## config.mk

```make
export PLATFORM = sky130hd
export DESIGN_NAME = tccw_cursor
export DESIGN_NICKNAME = d
export VERILOG_FILES = /design/src/hw/rtl/text_console_character_writer_unit_defines.svh /design/src/hw/rtl/tccw_pkg.sv /design/src/hw/rtl/tccw_cursor.sv
export SDC_FILE = /design/constraint.sdc
export NUM_CORES = 1
export LEC_CHECK = 0
export BUFFER_PORTS_ARGS = -buffer_cell sky130_fd_sc_hd__buf_2
export CORE_MARGIN = 2
export CORE_UTILIZATION = 40
export DETAILED_ROUTE_END_ITERATION = 10
export PLACE_DENSITY = 0.72
export REMOVE_ABC_BUFFERS = 1
export SETUP_SLACK_MARGIN = 0.1
export SLEW_MARGIN = 10
export SYNTH_ARGS = -nofsm -noshare
export SYNTH_HDL_FRONTEND = slang
export SYNTH_SLANG_ARGS = --single-unit
```

## constraint.sdc

```tcl
create_clock -name vclk -period 4.33
set_clock_uncertainty 0.05 [all_clocks]
set_input_delay 0 -clock vclk [all_inputs]
set_output_delay 0 -clock vclk [all_outputs]
set_load 0.02 [all_outputs]
```

## src/hw/rtl/text_console_character_writer_unit_defines.svh

```systemverilog
// ----------------------------------------------------------------------------
// text console character writer assertion macros
// concurrent checks clocked on clk, disabled while rst is high
// ----------------------------------------------------------------------------
`ifndef TEXT_CONSOLE_CHARACTER_WRITER_UNIT_DEFINES_SVH
`define TEXT_CONSOLE_CHARACTER_WRITER_UNIT_DEFINES_SVH

// consequent must hold in the same cycle as the antecedent
`define TCCW_ASSERT_HOLDS(label, ante, cons, msg) \
  label: assert property (@(posedge clk) disable iff (rst) (ante) |-> (cons)) \
    else $error(msg);

// consequent must hold in the cycle after the antecedent
`define TCCW_ASSERT_NEXT(label, ante, cons, msg) \
  label: assert property (@(posedge clk) disable iff (rst) (ante) |=> (cons)) \
    else $error(msg);

`endif

```

## src/hw/rtl/tccw_pkg.sv

```systemverilog
// ----------------------------------------------------------------------------
// tccw_pkg
// request codes, control characters and cell constants of the text console
// ----------------------------------------------------------------------------
package tccw_pkg;

  localparam logic [1:0] REQ_PUT   = 2'd0;
  localparam logic [1:0] REQ_READ  = 2'd1;
  localparam logic [1:0] REQ_CLEAR = 2'd2;

  localparam logic [7:0] CH_NEWLINE   = 8'h0A;
  localparam logic [7:0] CH_RETURN    = 8'h0D;
  localparam logic [7:0] CH_TAB       = 8'h09;
  localparam logic [7:0] CH_BACKSPACE = 8'h08;
  localparam logic [7:0] BLANK_CHAR   = 8'h20;

  localparam logic [7:0]  RESET_ATTR = 8'h07;
  localparam logic [15:0] RESET_CELL = {RESET_ATTR, BLANK_CHAR};

  localparam int TAB_STEP = 8;

  // what a put request does to the screen
  typedef struct packed {
    logic store;   // write one cell at the cursor row
    logic blank;   // the written cell is a space, not the character
    logic scroll;  // cursor ran off the last row
  } put_ctl_t;

endpackage

```

## src/hw/rtl/tccw_cursor.sv

```systemverilog
// ----------------------------------------------------------------------------
// tccw_cursor
// cursor update for a put request: control codes, wrap and scroll detect
// ----------------------------------------------------------------------------
module tccw_cursor #(
  parameter int COLUMNS = 80,
  parameter int ROWS    = 25
) (
  input  logic [$clog2(COLUMNS)-1:0] col,
  input  logic [$clog2(ROWS)-1:0]    row,
  input  logic [7:0]                 char_code,
  output logic [$clog2(COLUMNS)-1:0] col_next,
  output logic [$clog2(ROWS)-1:0]    row_next,
  output logic [$clog2(COLUMNS)-1:0] store_col,
  output tccw_pkg::put_ctl_t         ctl
);
  import tccw_pkg::*;

  localparam int CW = $clog2(COLUMNS);
  localparam int RW = $clog2(ROWS);

  logic [CW:0] col_ext;
  logic [CW:0] col_inc;
  logic [CW:0] col_tab;
  logic [CW:0] col_new;
  logic        adv_row;

  assign col_ext = {1'b0, col};
  assign col_inc = col_ext + (CW+1)'(1);
  assign col_tab = (col_ext + (CW+1)'(TAB_STEP)) & ~((CW+1)'(TAB_STEP - 1));

  always_comb begin
    ctl       = '0;
    store_col = col;
    col_new   = col_ext;
    adv_row   = 1'b0;
    case (char_code)
      CH_NEWLINE: begin
        col_new = '0;
        adv_row = 1'b1;
      end
      CH_RETURN: begin
        col_new = '0;
      end
      CH_TAB: begin
        if (col_tab >= (CW+1)'(COLUMNS)) begin
          col_new = '0;
          adv_row = 1'b1;
        end else begin
          col_new = col_tab;
        end
      end
      CH_BACKSPACE: begin
        // nothing happens at the left edge
        if (col != '0) begin
          col_new   = col_ext - (CW+1)'(1);
          store_col = col - CW'(1);
          ctl.store = 1'b1;
          ctl.blank = 1'b1;
        end
      end
      default: begin
        ctl.store = 1'b1;
        if (col_inc >= (CW+1)'(COLUMNS)) begin
          col_new = '0;
          adv_row = 1'b1;
        end else begin
          col_new = col_inc;
        end
      end
    endcase

    row_next = row;
    if (adv_row) begin
      if (row == RW'(ROWS - 1)) begin
        ctl.scroll = 1'b1;
      end else begin
        row_next = row + RW'(1);
      end
    end
  end

  assign col_next = col_new[CW-1:0];

endmodule

```

# After elaboration in Yosys (flattened, before gate mapping)
# Cells that the tools add are included.
[op_classes]
n_addsub = 5
order_cmp = 2
eq_ne = 5
mux = 16
reduce_logical = 4
[ops]
columns = ["cell", "n"]
rows = [
  ["$mux W7", 5],
  ["$eq A8 B4 Y1 const B", 4],
  ["$pmux W7 S3", 1],
  ["$ge A8 B7 Y1 const B", 2],
  ["$sub A7 B1 Y7 const B", 2],
  ["$mux W5", 2],
  ["$add A7 B1 Y8 const B", 1],
  ["$add A7 B4 Y8 const B", 1],
  ["$reduce_bool A7 Y1", 1],
  ["$add A5 B1 Y5 const B", 1],
  ["$eq A5 B5 Y1 const B", 1],
  ["$mux W1", 5],
  ["$reduce_or A2 Y1", 2],
  ["$pmux W1 S3", 1],
  ["$reduce_or A3 Y1", 1],
  ["$mux W2", 1],
  ["$pmux W1 S2", 1],
]
[totals]
register_bits = 0
in_bits = 20
output_inout_bits = 22
elab_cells = 32

# Logic depth before layout (Yosys ltp)
[depth]
word_depth = 5
mapped_depth = 9
mapped_depth_nobuf = 8

# Least setup slack after synthesis
# No wires, ideal clock.
[synth_timing]
kind = "input to output"
from = "in col[4]"
to = "out col_next[5]"
arrival_time_ns = 2.272
required_time_ns = 4.280
setup_slack_ns = 2.008
stages = 9
n_path_buf = 1
path_cell_list = "clkbuf_1 inv_1 ha_1 or3b_2 a31oi_1 nor3_1 nor3_1 a21oi_1 o21ai_0"
[synth_via]
elab_chain_cells = 4
elab_cells_between_ends = 10
classes_between = "3 x add/sub; 2 x order compare; 4 x mux; 1 x reduce/logical"
[synth_lines]
columns = ["item", "line_no", "text"]
rows = [
  ["start: declaration", "tccw_cursor.sv:9", "input logic [$clog2(COLUMNS)-1:0] col,"],
  ["$add A7 B1 Y8 or $add A7 B4 Y8 (tied branches)", "tccw_cursor.sv:29, tccw_cursor.sv:30", ""],
  ["$ge A8 B7 Y1, on equally long branches", "tccw_cursor.sv:64, tccw_cursor.sv:46", ""],
  ["$mux W7, on equally long branches", "tccw_cursor.sv:64, tccw_cursor.sv:46", ""],
  ["$pmux W7 S3 *", "tccw_cursor.sv:37", "case (char_code)"],
  ["end: declaration", "tccw_cursor.sv:12", "output logic [$clog2(COLUMNS)-1:0] col_next,"],
]
# Every way passes the cells marked *; elsewhere a longest branch is shown, timed or not.

# Final worst setup path
[layout_timing]
from = "in col[3]"
to = "out col_next[6]"
# The elaborated chain is that of the path after synthesis.

==> flow_summary_export.csv <==
group,metric,value,unit
status,run_status,"completed",
drt,first_pass_iteration_count_of_the_detailed_router,5,
place,place_hpwl,1.72,mm
critical_path,worstPathMaxFanout,11,
run,drv_cap,0,
finish,design.seq.count,0,
drt,drt_drc_violations_left,0,
timing,final_max_slew_viol_count,0,
power,pwr_density_cell,103,nW/µm²
finish,final-seq-area,0,µm²
critical_path,type_of_element_launching_the_critical_path,"input port",
synthesis,synth.cell_area,796,µm²
floorplanning,row_count,16,
drt,met3_wire_length,87,µm
power,max-vdd-ir-drop,0.0572,mV
floorplanning,floorplan.die.width,48.6,µm
global_routing,global_route_wire_length_before_repair,3.49,mm
global_routing,antenna_found_initial,0,
finish,nNetsFinal,192,
floorplanning,num_io_pins,42,
drt,detail_route.wl_per_cell,11.2,µm
place,port-buffer-count,42,
cts,post-cts-setup-buffers,0,
cts,ctsResizeCount,0,
critical_path,timing.critical_path.to_type,"output pin",
finish,diodes,0,
finish,layout_overhead_on_the_synthesized_area,27.0,%
timing,finalCritPeriodShare,0.539,
floorplanning,die-area,2360,µm²
timing,setup_violations,0,
place,post_dp_cell_area,1010,µm²
synthesis,yosysWarningCount,0,
critical_path,cp_data_required_time,4.28,ns
critical_path,critical-path-max-stage-delay,0.47,ns
drt,highest_layer,"met3",
finish,layout.cell_area.non_filler,1010,µm²
drt,detail_route.vias_per_cell,5.38,
critical_path,crit_path_top_delay_cell,"sky130_fd_sc_hd__nor3_1",
timing,worst_max_slew_pin_slew,0.673,ns
critical_path,critPathArrivalTime,2.28,ns
global_routing,grt.overflow.total,0,
timing,rsz0062_at_grt,"false",
critical_path,timing.critical_path.cells,"buf_2 -> inv_1 -> ha_1 -> or3b_2 -> a31oi_1 -> nor3_1 -> nor3_1 -> a21oi_1 -> a21oi_1 -> buf_2",
worst_hold_path,min-delay-path-class,"input port to output pin",
timing,fin_crit,2.33,ns
timing,max_slew_margin,0.551,
global_routing,first_global_vias,836,
drt,detail-route-antenna-nets,0,
floorplanning,design.core.area,1920,µm²
finish,clkbuf_count,0,
synthesis,post_synthesis_mean_instance_area,6.27,µm²
drt,detail_route.iter0.violations,16,
synthesis,synth-seq-area-share,0,
power,p_leak,0.464,nW
synthesis,post_synth_inst_count,127,
synthesis,netlist-cell-type-count,39,
timing,timing.fmax,428,MHz
timing,final.setup.tns,0,ns
drt,wirelength,2.11,mm
drt,m1WireLength,1.05,mm
global_routing,grt_start_max_net_pins,17,
cts,cts.hold.buffers_added,0,
finish,drive_gt1_frac,0.321,
timing,final_hold_viol_count,0,
drt,dr_total_vias,1016,
floorplanning,die_height,48.6,µm
critical_path,worst_setup_path_category,"input port to output pin",
place,gp_congestion,0.814,
global_routing,groute.usage.overall,0.174,
drt,met2RoutedLength,977,µm
floorplanning,floorplan.initialDensity,0.414,
path summary, 6_finish.rpt:
kind	from	endpoint	slack [ns]	cells past startpoint
min	row[4]	row_next[4]	0.27	3
max	col[3]	col_next[6]	2.00	10
power by group:
| group | switching, mW | total (mW) | internal (mW) | leakage [nW] |
|---|---|---|---|---|
| sequential | 0 | 0 | 0 | 0 |
| clock | 0 | 0 | 0 | 0 |
| combinational | 0.0638 | 0.104 | 0.0401 | 0.464 |
stage by stage:
step / cells / utilization / hold slack, ns / setup slack [ns] / power (mW)
2_1_floorplan: 120 / - / 0.0395 / 2.30 / 0.0644
4_1_cts: 189 / 0.526 / 0.270 / 2.01 / 0.104
3_5_place_dp: 189 / 0.526 / 0.268 / 2.02 / 0.104
6_report: 189 / 0.526 / 0.270 / 2.00 / 0.104
3_3_place_gp: 189 / 0.526 / 0.267 / 2.07 / 0.103
5_1_grt: 189 / 0.526 / 0.288 / 1.72 / 0.115
layout by cell type (no fill, tap or decap), drive strengths merged, types with 4 or more instances in the layout:
cell type   n
nor2       10
xnor2       5
nand2      13
or3         5
nor3b       4
a21oi       9
nand3       7
inv        10
ha          8
nor3        8
buf        42
o21ai      12
layout make-up:
type	instances	area, µm²
inverter	10	37.5
timing repair buffer	42	210
multi-input combinational	110	729
tap	27	33.8
fill	213	911
synth_stat cells, types with 2 or more instances:
| cell | n | area share |
|---|---|---|
| sky130_fd_sc_hd__nor4_1 | 2 | 0.016 |
| sky130_fd_sc_hd__a21oi_1 | 8 | 0.050 |
| sky130_fd_sc_hd__mux2_2 | 2 | 0.028 |
| sky130_fd_sc_hd__buf_2 | 2 | 0.013 |
| sky130_fd_sc_hd__xor2_1 | 2 | 0.022 |
| sky130_fd_sc_hd__nand3_1 | 7 | 0.044 |
| sky130_fd_sc_hd__clkbuf_1 | 5 | 0.024 |
| sky130_fd_sc_hd__nand2_1 | 13 | 0.061 |
| sky130_fd_sc_hd__nor3b_1 | 3 | 0.028 |
| sky130_fd_sc_hd__inv_1 | 9 | 0.042 |
| sky130_fd_sc_hd__a31oi_1 | 3 | 0.024 |
| sky130_fd_sc_hd__o21ai_0 | 11 | 0.069 |
| sky130_fd_sc_hd__a211oi_1 | 2 | 0.019 |
| sky130_fd_sc_hd__nor2_1 | 10 | 0.047 |
| sky130_fd_sc_hd__xnor2_1 | 5 | 0.055 |
| sky130_fd_sc_hd__ha_1 | 8 | 0.13 |
| sky130_fd_sc_hd__nor3_1 | 7 | 0.044 |
| sky130_fd_sc_hd__nand2b_1 | 3 | 0.024 |
| sky130_fd_sc_hd__o21a_1 | 2 | 0.019 |
| sky130_fd_sc_hd__or3_1 | 4 | 0.031 |
critical path, delay by kind of cell:
kind	cells	cell delay, ns
AO/OA/AOI/OAI	3	0.52
adder cells (fa/ha/maj)	1	0.32
AND/OR/NAND/NOR	3	0.98
buffers and inverters	3	0.47
kinds of logic after synthesis:
group           synth area share
compound gates             0.296
xor+xnor                  0.0770
fa+ha+maj                  0.126
buf+inv                   0.0833
mux                       0.0283
simple gates               0.390
per-layer routing:
metal,vias to the layer above,GRT usage
li1,536,-
met5,-,0
met3,0,0.00617
met4,0,0.0143
met2,29,0.292
met1,451,0.257
(Power assumes the default switching activity.)
